File: config.mk
export PLATFORM = sky130hd
export DESIGN_NAME = gpio_port_with_edge_interrupts_flat
export DESIGN_NICKNAME = d
export VERILOG_FILES = /design/src/rtl/gpio_pkg.sv /design/src/rtl/gpio_if.sv /design/src/rtl/gpio_edge.sv /design/src/rtl/gpio_regs.sv /design/src/rtl/gpio_port_with_edge_interrupts.sv /design/src/flat_wrapper.sv
export SDC_FILE = /design/constraint.sdc
export NUM_CORES = 1
export LEC_CHECK = 0
export ABC_CLOCK_PERIOD_IN_PS = 6690
export BUFFER_PORTS_ARGS = -buffer_cell sky130_fd_sc_hd__buf_2
export CORE_MARGIN = 2
export CORE_UTILIZATION = 39
export DETAILED_ROUTE_END_ITERATION = 6
export GPL_TIMING_DRIVEN = 0
export PLACE_DENSITY = 0.54
export SYNTH_ARGS = -nofsm -noshare
export SYNTH_HDL_FRONTEND = slang
export SYNTH_SLANG_ARGS = --single-unit
File: constraint.sdc
create_clock -name i_clk -period 6.69 [get_ports i_clk]
set_input_delay 0.669 -clock i_clk [delete_from_list [all_inputs] [get_ports i_clk]]
set_output_delay 0.669 -clock i_clk [all_outputs]
set_load 0.02 [all_outputs]
File: src/rtl/gpio_pkg.sv
// Shared types and constants of the GPIO port with edge interrupts.
// Word layouts, register offsets, item kinds and edge-type codes.
// No dependencies.
package gpio_pkg;

    typedef enum logic [1:0] {
        KIND_READ   = 2'd0,
        KIND_WRITE  = 2'd1,
        KIND_SAMPLE = 2'd2,
        KIND_IDLE   = 2'd3
    } t_kind;

    typedef enum logic [1:0] {
        EDGE_FALL = 2'b00,
        EDGE_RISE = 2'b01,
        EDGE_BOTH = 2'b10,
        EDGE_NONE = 2'b11
    } t_edge;

    localparam logic [3:0] ADDR_DIR      = 4'd0;
    localparam logic [3:0] ADDR_ENABLE   = 4'd1;
    localparam logic [3:0] ADDR_INPUT    = 4'd2;
    localparam logic [3:0] ADDR_OUTPUT   = 4'd3;
    localparam logic [3:0] ADDR_OUT_SET  = 4'd4;
    localparam logic [3:0] ADDR_OUT_CLR  = 4'd5;
    localparam logic [3:0] ADDR_IRQ_EN   = 4'd6;
    localparam logic [3:0] ADDR_EDGE_LO  = 4'd7;
    localparam logic [3:0] ADDR_EDGE_HI  = 4'd8;
    localparam logic [3:0] ADDR_STATUS   = 4'd9;
    localparam logic [3:0] ADDR_PADCFG0  = 4'd10;
    localparam logic [3:0] ADDR_PADCFG1  = 4'd11;
    localparam logic [3:0] ADDR_PADCFG2  = 4'd12;
    localparam logic [3:0] ADDR_PADCFG3  = 4'd13;

    // pad-config words sit at offsets 10..13; index = offset - 10 (mod 4)
    localparam logic [1:0] PADCFG_BASE_LSB = 2'd2;

    localparam int unsigned PINS_PER_EDGE_WORD = 16;

    typedef struct packed {
        t_kind       kind;
        logic [3:0]  address;
        logic [31:0] write_data;
        logic [31:0] pad_sample;
    } t_req;

    typedef struct packed {
        logic [31:0] read_data;
        logic [31:0] pad_drive;
        logic [31:0] pad_output_enable;
        logic        irq;
    } t_rsp;

endpackage

File: src/rtl/gpio_if.sv
// Valid/ready channel interfaces of the GPIO port: request and response.
// Depends on gpio_pkg for the word layouts.
interface gpio_req_if;
    logic              valid;
    logic              ready;
    gpio_pkg::t_req    data;

    modport source (output valid, output data, input ready);
    modport sink   (input valid, input data, output ready);
endinterface

interface gpio_rsp_if;
    logic              valid;
    logic              ready;
    gpio_pkg::t_rsp    data;

    modport source (output valid, output data, input ready);
    modport sink   (input valid, input data, output ready);
endinterface

File: src/rtl/gpio_edge.sv
// Per-pin edge detector of the GPIO port.
// Depends on gpio_pkg for the edge-type codes.
module gpio_edge (
    input  logic [31:0] i_last,
    input  logic [31:0] i_now,
    input  logic [31:0] i_armed,
    input  logic [31:0] i_edge_lo,
    input  logic [31:0] i_edge_hi,
    output logic [31:0] o_hits
);

    logic [63:0] w_types;

    assign w_types = {i_edge_hi, i_edge_lo};

    always_comb begin
        o_hits = '0;
        for (int p = 0; p < 32; p++) begin
            if (i_armed[p]) begin
                case (gpio_pkg::t_edge'(w_types[2*p +: 2]))
                    gpio_pkg::EDGE_FALL: o_hits[p] = i_last[p] & ~i_now[p];
                    gpio_pkg::EDGE_RISE: o_hits[p] = ~i_last[p] & i_now[p];
                    gpio_pkg::EDGE_BOTH: o_hits[p] = i_last[p] ^ i_now[p];
                    default:             o_hits[p] = 1'b0;
                endcase
            end
        end
    end

endmodule

File: src/rtl/gpio_regs.sv
// Register file of the GPIO port: state, bus decode and result word.
// Depends on gpio_pkg and gpio_edge.
module gpio_regs #(
    parameter int PIN_COUNT = 32
) (
    input  logic           i_clk,
    input  logic           i_rst_n,
    input  logic           i_step,
    input  gpio_pkg::t_req i_req,
    output gpio_pkg::t_rsp o_rsp
);

    localparam logic [31:0] PIN_MASK = 32'((64'd1 << PIN_COUNT) - 64'd1);

    logic [31:0] r_dir, n_dir;
    logic [31:0] r_en, n_en;
    logic [31:0] r_last, n_last;
    logic [31:0] r_out, n_out;
    logic [31:0] r_ie, n_ie;
    logic [31:0] r_edge_lo, n_edge_lo;
    logic [31:0] r_edge_hi, n_edge_hi;
    logic [31:0] r_status, n_status;
    logic [31:0] r_padcfg [4];

    logic        w_rd, w_wr, w_smp;
    logic [1:0]  w_cfg_idx;
    logic [31:0] w_now, w_hits, w_rdata;

    assign w_rd      = (i_req.kind == gpio_pkg::KIND_READ);
    assign w_wr      = (i_req.kind == gpio_pkg::KIND_WRITE);
    assign w_smp     = (i_req.kind == gpio_pkg::KIND_SAMPLE);
    assign w_cfg_idx = i_req.address[1:0] - gpio_pkg::PADCFG_BASE_LSB;
    assign w_now     = i_req.pad_sample & PIN_MASK;

    gpio_edge u_edge (
        .i_last    (r_last),
        .i_now     (w_now),
        .i_armed   (r_en & r_ie & PIN_MASK),
        .i_edge_lo (r_edge_lo),
        .i_edge_hi (r_edge_hi),
        .o_hits    (w_hits)
    );

    always_comb begin
        w_rdata = '0;
        case (i_req.address)
            gpio_pkg::ADDR_DIR:     w_rdata = r_dir;
            gpio_pkg::ADDR_ENABLE:  w_rdata = r_en;
            gpio_pkg::ADDR_INPUT:   w_rdata = r_last;
            gpio_pkg::ADDR_OUTPUT:  w_rdata = r_out;
            gpio_pkg::ADDR_IRQ_EN:  w_rdata = r_ie;
            gpio_pkg::ADDR_EDGE_LO: w_rdata = r_edge_lo;
            gpio_pkg::ADDR_EDGE_HI: w_rdata = r_edge_hi;
            gpio_pkg::ADDR_STATUS:  w_rdata = r_status;
            gpio_pkg::ADDR_PADCFG0, gpio_pkg::ADDR_PADCFG1,
            gpio_pkg::ADDR_PADCFG2, gpio_pkg::ADDR_PADCFG3:
                                    w_rdata = r_padcfg[w_cfg_idx];
            default:                w_rdata = '0;
        endcase
        if (!w_rd) begin
            w_rdata = '0;
        end
    end

    always_comb begin
        n_dir     = r_dir;
        n_en      = r_en;
        n_last    = r_last;
        n_out     = r_out;
        n_ie      = r_ie;
        n_edge_lo = r_edge_lo;
        n_edge_hi = r_edge_hi;
        n_status  = r_status;
        if (w_wr) begin
            case (i_req.address)
                gpio_pkg::ADDR_DIR:     n_dir = i_req.write_data & PIN_MASK;
                gpio_pkg::ADDR_ENABLE:  n_en  = i_req.write_data & PIN_MASK;
                gpio_pkg::ADDR_OUTPUT:  n_out = i_req.write_data & PIN_MASK;
                gpio_pkg::ADDR_OUT_SET: n_out = (r_out | i_req.write_data) & PIN_MASK;
                gpio_pkg::ADDR_OUT_CLR: n_out = r_out & ~i_req.write_data & PIN_MASK;
                gpio_pkg::ADDR_IRQ_EN:  n_ie  = i_req.write_data & PIN_MASK;
                gpio_pkg::ADDR_EDGE_LO: n_edge_lo = i_req.write_data;
                gpio_pkg::ADDR_EDGE_HI: n_edge_hi = i_req.write_data;
                default: ;
            endcase
        end
        if (w_rd && i_req.address == gpio_pkg::ADDR_STATUS) begin
            n_status = '0;
        end
        if (w_smp) begin
            n_status = r_status | w_hits;
            n_last   = w_now;
        end
    end

    always_comb begin
        o_rsp.read_data         = w_rdata;
        o_rsp.pad_drive         = n_out;
        o_rsp.pad_output_enable = n_dir;
        o_rsp.irq               = |n_status;
    end

    always_ff @(posedge i_clk) begin
        if (!i_rst_n) begin
            r_dir     <= '0;
            r_en      <= '0;
            r_last    <= '0;
            r_out     <= '0;
            r_ie      <= '0;
            r_edge_lo <= '0;
            r_edge_hi <= '0;
            r_status  <= '0;
        end else if (i_step) begin
            r_dir     <= n_dir;
            r_en      <= n_en;
            r_last    <= n_last;
            r_out     <= n_out;
            r_ie      <= n_ie;
            r_edge_lo <= n_edge_lo;
            r_edge_hi <= n_edge_hi;
            r_status  <= n_status;
        end
    end

    // pad-config words are plain storage, reset to zero like the rest
    always_ff @(posedge i_clk) begin
        if (!i_rst_n) begin
            for (int k = 0; k < 4; k++) begin
                r_padcfg[k] <= '0;
            end
        end else if (i_step && w_wr && i_req.address >= gpio_pkg::ADDR_PADCFG0
                     && i_req.address <= gpio_pkg::ADDR_PADCFG3) begin
            r_padcfg[w_cfg_idx] <= i_req.write_data;
        end
    end

endmodule

File: src/rtl/gpio_port_with_edge_interrupts.sv
// GPIO port with edge interrupts, top level: input register, register file, result register.
// An accepted request word waits in the request register, then passes through the register
// file into the result register, where the sink takes it.
// Throughput: one word per cycle while the sink takes results; the request and result
// registers advance together, so a new word enters while the previous result waits.
// Reset (i_rst_n, synchronous, active low) clears the port state and both valid flags;
// the held request and result words are not reset.
// Depends on gpio_pkg, gpio_if, gpio_regs and gpio_edge.
module gpio_port_with_edge_interrupts #(
    parameter int PIN_COUNT = 32
) (
    input  logic              i_clk,
    input  logic              i_rst_n,
    gpio_req_if.sink          i_req,
    gpio_rsp_if.source        o_rsp
);

    localparam logic [31:0] PIN_MASK = 32'((64'd1 << PIN_COUNT) - 64'd1);

    // Request register: holds the word until the register file processes it.
    logic           r_in_valid;
    gpio_pkg::t_req r_in;

    // Result register: holds the response word until the sink takes it.
    logic           r_out_valid;
    gpio_pkg::t_rsp r_out;

    logic           w_step;
    logic           w_in_ready;
    gpio_pkg::t_rsp w_result;

    // Advance when a request is held and the result slot is free or draining.
    assign w_step     = r_in_valid && (!r_out_valid || o_rsp.ready);
    // Accept a new word whenever the request register empties this cycle.
    assign w_in_ready = !r_in_valid || w_step;

    assign i_req.ready = w_in_ready;
    assign o_rsp.valid = r_out_valid;
    assign o_rsp.data  = r_out;

    always_ff @(posedge i_clk) begin
        if (!i_rst_n) begin
            r_in_valid <= 1'b0;
        end else if (w_in_ready) begin
            r_in_valid <= i_req.valid;
        end
    end

    always_ff @(posedge i_clk) begin
        if (w_in_ready && i_req.valid) begin
            r_in <= i_req.data;
        end
    end

    // State update and result formation happen in one pass on w_step.
    gpio_regs #(
        .PIN_COUNT (PIN_COUNT)
    ) u_regs (
        .i_clk   (i_clk),
        .i_rst_n (i_rst_n),
        .i_step  (w_step),
        .i_req   (r_in),
        .o_rsp   (w_result)
    );

    always_ff @(posedge i_clk) begin
        if (!i_rst_n) begin
            r_out_valid <= 1'b0;
        end else if (w_step) begin
            r_out_valid <= 1'b1;
        end else if (o_rsp.ready) begin
            r_out_valid <= 1'b0;
        end
    end

    // Load the result word only on advance; hold it while stalled.
    always_ff @(posedge i_clk) begin
        if (w_step) begin
            r_out <= w_result;
        end
    end

    // A processed word always lands in the result register.
    a_step_fills_out: assert property (@(posedge i_clk) disable iff (!i_rst_n)
        w_step |=> r_out_valid)
        else $error("processed word did not reach result register");

    // Input stalls only when both registers are full and the sink holds off.
    a_stall_cause: assert property (@(posedge i_clk) disable iff (!i_rst_n)
        !w_in_ready |-> (r_in_valid && r_out_valid && !o_rsp.ready))
        else $error("input stalled without cause");

    // A status read clears status, so its response reports no interrupt.
    a_status_read_clears: assert property (@(posedge i_clk) disable iff (!i_rst_n)
        (w_step && r_in.kind == gpio_pkg::KIND_READ
         && r_in.address == gpio_pkg::ADDR_STATUS) |=> !r_out.irq)
        else $error("irq still set after status read");

    // Pins beyond the port width never drive.
    a_pin_mask: assert property (@(posedge i_clk) disable iff (!i_rst_n)
        r_out_valid |-> ((r_out.pad_output_enable & ~PIN_MASK) == '0
                         && (r_out.pad_drive & ~PIN_MASK) == '0))
        else $error("unused pin bits set");

endmodule
File: src/flat_wrapper.sv
// flat-port wrapper written by rule: the top's interface ports become plain ports
module gpio_port_with_edge_interrupts_flat 
#(
    parameter int PIN_COUNT = 32
)
  (i_clk, i_rst_n, i_req_valid, i_req_data, i_req_ready, o_rsp_valid, o_rsp_data, o_rsp_ready);
  gpio_req_if i_req_i ();
  gpio_rsp_if o_rsp_i ();
  input  logic i_clk;
  input  logic i_rst_n;
  input wire logic [$bits(i_req_i.valid)-1:0] i_req_valid;
  input wire logic [$bits(i_req_i.data)-1:0] i_req_data;
  output wire logic [$bits(i_req_i.ready)-1:0] i_req_ready;
  output wire logic [$bits(o_rsp_i.valid)-1:0] o_rsp_valid;
  output wire logic [$bits(o_rsp_i.data)-1:0] o_rsp_data;
  input wire logic [$bits(o_rsp_i.ready)-1:0] o_rsp_ready;
  assign i_req_i.valid = i_req_valid;
  assign i_req_i.data = i_req_data;
  assign i_req_ready = i_req_i.ready;
  assign o_rsp_valid = o_rsp_i.valid;
  assign o_rsp_data = o_rsp_i.data;
  assign o_rsp_i.ready = o_rsp_ready;
  gpio_port_with_edge_interrupts #(.PIN_COUNT(PIN_COUNT)) u_core (.i_clk(i_clk), .i_rst_n(i_rst_n), .i_req(i_req_i), .o_rsp(o_rsp_i));
endmodule
# Word-level counts from Yosys, hierarchy flattened
# Memory sizes are Yosys's and may differ from the RTL's.
# Index checks and enable logic that the tools add are counted.
[op_classes]
n_eq_ne = 79
n_reduce_logical = 53
order_cmp = 2
add_sub_neg = 1
muxes = 80
bitwise_logic = 165
[ops]
columns = ["cell", "count"]
rows = [
  ["$pmux W32 S9", 1],
  ["$mux W32", 6],
  ["$pmux W1 S3", 32],
  ["$pmux W32 S3", 1],
  ["$eq A2 B1 Y1 const B", 33],
  ["$eq A2 B2 Y1 const B", 33],
  ["$logic_not A2 Y1", 33],
  ["$and A1 B1 Y1", 64],
  ["$and A32 B32 Y32", 2],
  ["$not A1 Y1", 64],
  ["$or A32 B32 Y32", 2],
  ["$reduce_or A32 Y1", 2],
  ["$mux W1", 39],
  ["$not A32 Y32", 1],
  ["$xor A1 B1 Y1", 32],
  ["$eq A4 B4 Y1 const B", 6],
  ["$eq A4 B3 Y1 const B", 4],
  ["$reduce_and A3 Y1", 4],
  ["$eq A4 B2 Y1 const B", 2],
  ["$logic_and A1 B1 Y1", 6],
  ["$eq A4 B1 Y1 const B", 1],
  ["$ge A4 B4 Y1 const B", 1],
  ["$le A4 B4 Y1 const B", 1],
  ["$logic_not A4 Y1", 1],
  ["7 further kinds", 9],
]
[word_totals]
ramBits = 128
memories = 1
elab_cells = 399
output_inout_bits = 99
register_bits = 425
[mem_list]
columns = ["memory", "depth", "width", "read_ports", "rd_clocked_by_memory_dff", "wr", "line", "text"]
rows = [
  ["u_core.u_regs.r_padcfg", 4, 32, 1, 0, 4, "gpio_regs.sv:23", "logic [31:0] r_padcfg [4];"],
]

# Depth between registers and ports, before layout
[logic_depth]
depth_word = 11
depth_mapped = 10

# Hierarchy
# From an unflattened synthesis, not the netlist that was laid out.
[hier_totals]
hier_cells = 2405
area_unflattened_um2 = 26063.7
[by_module_without_submodules]
columns = ["module", "area_per_inst_um2", "seq_area_each_um2", "cells_per_inst", "instances"]
rows = [
  ["gpio_regs", 18672.9, 8968.6, 1942, 1],
  ["gpio_port_with_edge_interrupts", 5118.7, 5054.8, 176, 1],
  ["gpio_edge", 2272.2, 0.0, 287, 1],
]

# Least setup slack after synthesis
# No wires, ideal clock.
[synth_path]
path_kind = "input to register"
start = "input port o_rsp_ready"
end = "register u_core.r_out, in the netlist u_core.o_rsp.data[0], enable pin"
arrival_time_ps = 4095
setup_slack_ps = 2095
path_buffers = 3
path_stages = 5
t_required_ps = 6191
cell_sequence = "nor2b_1 -> nor2b_1 -> buf_2 -> clkbuf_1 -> clkbuf_1"
[synth_via]
elab_chain_len = 2
[synth_lines]
columns = ["element", "line", "text"]
rows = [
  ["start, declared", "flat_wrapper.sv:16", "input wire logic [$bits(o_rsp_i.ready)-1:0] o_rsp_ready;"],
  ["$logic_or A1 B1 Y1", "gpio_port_with_edge_interrupts.sv:33", "assign w_step = r_in_valid && (!r_out_valid || o_rsp.ready);"],
  ["$logic_and A1 B1 Y1", "gpio_port_with_edge_interrupts.sv:33", ""],
  ["via u_core.u_regs.i_step", "gpio_regs.sv:8", "input logic i_step,"],
  ["end signal, assigned", "gpio_port_with_edge_interrupts.sv:79", "r_out <= w_result;"],
  ["end, declared", "gpio_port_with_edge_interrupts.sv:26", "gpio_pkg::t_rsp r_out;"],
]
# The timed path passes the listed nets, and every way through them passes these cells.
# A chain may end at the register's enable or synchronous reset.

# Worst setup path after layout
[layout_path]
start = "register u_core.r_in[64] in the netlist's numbering"
end = "register u_core.r_out, in the netlist u_core.o_rsp.data[90] (data pin)"
[layout_via]
elab_chain_len = 3
word_cells_on_any_way = 16
classes_between = "1 x add/sub; 11 x eq/ne; 1 x mux; 2 x reduce/logical; 1 x memory"
[layout_lines]
columns = ["element", "line", "text"]
rows = [
  ["start, declared", "gpio_port_with_edge_interrupts.sv:22", "gpio_pkg::t_req r_in;"],
  ["start signal, assigned", "gpio_port_with_edge_interrupts.sv:51", "r_in <= i_req.data;"],
  ["$sub A2 B2 Y2 / $eq A4 B4 Y1 (equally long branches)", "gpio_regs.sv:32, gpio_regs.sv:46", ""],
  ["$mem_v2 Z4 W32 / $reduce_or A4 Y1 (equally long branches)", "--", ""],
  ["$pmux W32 S9 *", "gpio_regs.sv:46", "case (i_req.address)"],
]
# Every way passes the cells marked *; elsewhere a longest branch is shown, timed or not.

==> run metrics <==
clk sinks 553; largest net degree at the start of global routing 41; CTS Root Buffer Type clkbuf_16; CORE AREA 63200 um^2; post-CTS setup buffers 0; most frequent cells in the layout nand2_1, edfxtp_1, dfxtp_1; Main synth FF type edfxtp_1; Post-Route Skew 24.1 ps; final slew viol count 0; hold wc startpoint i_req_data[29]; Bufs on Longest Clock Path 3; status finished, violations left; Power Dens Cells 264 nW/um^2; PnR Total Power 7690 uW; RSZ-0062 raised after global routing false; Mean Syn Cell Area 11.0 um^2; cell count after synthesis 2269; Layout Cells excl Fill 3408; Final #Nets 2649; 1st-pass router iterations 7; Worst Hold Path EP u_core.r_in[29]$_DFFE_PP_; first-pass GRT wire length 135000 um; fin crit period 3700 ps; area of the multi-input gates 9850 um^2; Initial DRC Count 2199; register area 14000 um^2; Synth cell types 46; setup_tns 0 ps; max_cap viols 0; die width 257 um; initial antenna violation count 5; Initial Util 0.395; critical path capture point type register; # diodes 0; Rows 92; dpl cells 3294; DR vias 19692; Worst-Skew Late Latency 650 ps; Synth Cell Area 25000 um^2; DP Wirelength 69000 um; FILL cells 5927; static leakage 0.0109 uW; mean routed wirelength per cell 28.1 um; top cell type's share of synthesized area 0.355; worst-margin pin slew 1360 ps; routed vias/inst 5.78; syn_nets 2407; worst reg-to-reg path cell count 6; reg2reg end u_core.o_rsp.data[90]$_SDFFCE_PP0N_; cell taking the most area after synthesis edfxtp_1; FF-to-FF Start u_core.r_in[64]$_DFFE_PP_; CP startpoint kind register; # port buffers 172; flops & latches, synth 553; Die Y-Extent 257 um; number of synthesized flops with an enable pin 295; Slew HR 0.0944; Syn. warnings 0; Layout area overhead 16.6%; violated checks design-rule violations; max frequency 0.270 GHz; Post-synth ARST share 0; hold path depth 1; Finished Core Util 0.461; r2r setup slk 2990 ps; CP arrival 4160 ps; Synth area leaders edfxtp_1, dfxtp_1, nand2_1, a21boi_0, ha_1; vias in the first global route 18846; layout cells sized above 1 0.171; HP Class in2reg; maximum vdd drop 0.189 mV; CTS buffer count 61; sequential share of the synthesized area 0.561; setup violators final 0; DRC 1; final worst path period share 0.553; grt total ovfl 0; antenna-violating nets left 0; post-CTS sizing 0; Boundary Pins 173; GRT Overall Usage 0.284; area of the die 66100 um^2; hold buffer count at cts 0; crit path kind reg2reg; Routed WL 95700 um; H-tree Lvls 2; Placer Congestion 0.959; Max FO, Critical Path 10; CTS tree built; clock slew at reported path FFs 70 ps; most common cell after layout, fill and taps aside nand2_1; Critical Path RT 7150 ps; Final Hold Violating Endpoints 0
flip-flops by register name (all words and copies together) (netlist names):
signal,flops
u_core.u_regs.r_en,32
u_core.u_regs.r_edge_lo,32
u_core.u_regs.r_last,32
u_core.u_regs.r_dir,32
u_core.o_rsp.data,97
u_core.o_rsp.valid,1
u_core.u_regs.r_out,32
u_core.u_regs.r_edge_hi,32
u_core.r_in,70
u_core.u_regs.r_padcfg,128
u_core.u_regs.r_status,32
u_core.r_in_valid,1
u_core.u_regs.r_ie,32
cells in the mapped netlist (3+ instances only):
cell	count
nand2_1	448
edfxtp_1	295
dfxtp_1	258
clkbuf_1	130
a21boi_0	119
nor2_1	96
inv_1	84
nor2b_1	70
o21ai_0	68
a22o_1	66
a221oi_1	64
ha_1	64
mux2i_1	64
and3_1	42
a21boi_1	41
buf_2	36
a21oi_1	33
a31oi_1	32
a32oi_1	32
mux2_2	32
mux4_2	32
nand3b_1	32
o211a_1	32
a22o_2	29
and2_1	17
buf_4	9
buf_1	8
nand4_1	8
buf_6	5
nand2b_1	3
metrics by stage:
stage | cell area, um^2 | setup WS (ps) | hold WS (ps)
2_1_floorplan | 25000 | 2100 | 448
3_3_place_gp | 26900 | -258 | 456
3_5_place_dp | 27100 | 2770 | 467
4_1_cts | 29100 | 3130 | 169
5_1_grt | 29100 | 3000 | 184
6_report | 29100 | 2990 | 198
per-layer routing:
layer,vias to the layer above,share of wire,global-route usage
li1,8640,-,-
met1,9929,0.42,0.387
met2,937,0.45,0.439
met3,184,0.083,0.0518
met4,2,0.046,0.131
met5,-,0.00014,0
where the power goes:
group	switching, uW	total [uW]	internal [uW]
sequential	56.1	3720	3670
combinational	378	544	166
clock	1460	3420	1970
total	1890	7690	5800
cell families (layout without fill, tap and decap cells):
logic type               count (synthesis)  after routing  synth area share
AO/OA/AOI/OAI                          520            520             0.160
XOR/XNOR                                 2              2          0.000701
adder cells (fa/ha/maj)                 64             64            0.0321
buffers and inverters                  274            567            0.0459
flip-flops                             553            553             0.561
multiplexers                           128            128            0.0689
AND/OR/NAND/NOR                        728            728             0.131
cell type report:
| cell class | count | area share |
|---|---|---|
| clock inverters | 40 | 0.0128 |
| flip-flops and latches | 553 | 0.482 |
| repair buffers | 179 | 0.0351 |
| multi-input cells | 1442 | 0.338 |
| inverters | 84 | 0.0108 |
| clock buffers | 74 | 0.0562 |
| plain buffers | 190 | 0.0287 |
| well taps | 846 | 0.0364 |
worst max-delay path, cell delays in order (launching register included):
cell	delay, ps
edfxtp_1	480
nand2b_1	310
nor2_1	700
clkbuf_1	960
buf_2	520
a221oi_1	210
a31oi_1	300
how the worst max path moves through the flow:
stage | startpoint | to | cells past startpoint
floorplan | o_rsp_ready | u_core.o_rsp.data[0]$_DFFE_PN_ | 5
global placement | o_rsp_ready | u_core.o_rsp.data[22]$_DFFE_PN_ | 6
detailed placement | i_rst_n | u_core.u_regs.r_padcfg[1][25]$_SDFFCE_PN0P_ | 6
CTS | u_core.r_in[64]$_DFFE_PP_ | u_core.o_rsp.data[85]$_SDFFCE_PP0N_ | 6
global route | u_core.r_in[64]$_DFFE_PP_ | u_core.o_rsp.data[95]$_SDFFCE_PP0N_ | 6
finish | u_core.r_in[64]$_DFFE_PP_ | u_core.o_rsp.data[90]$_SDFFCE_PP0N_ | 6
(Power assumes the default switching activity.)
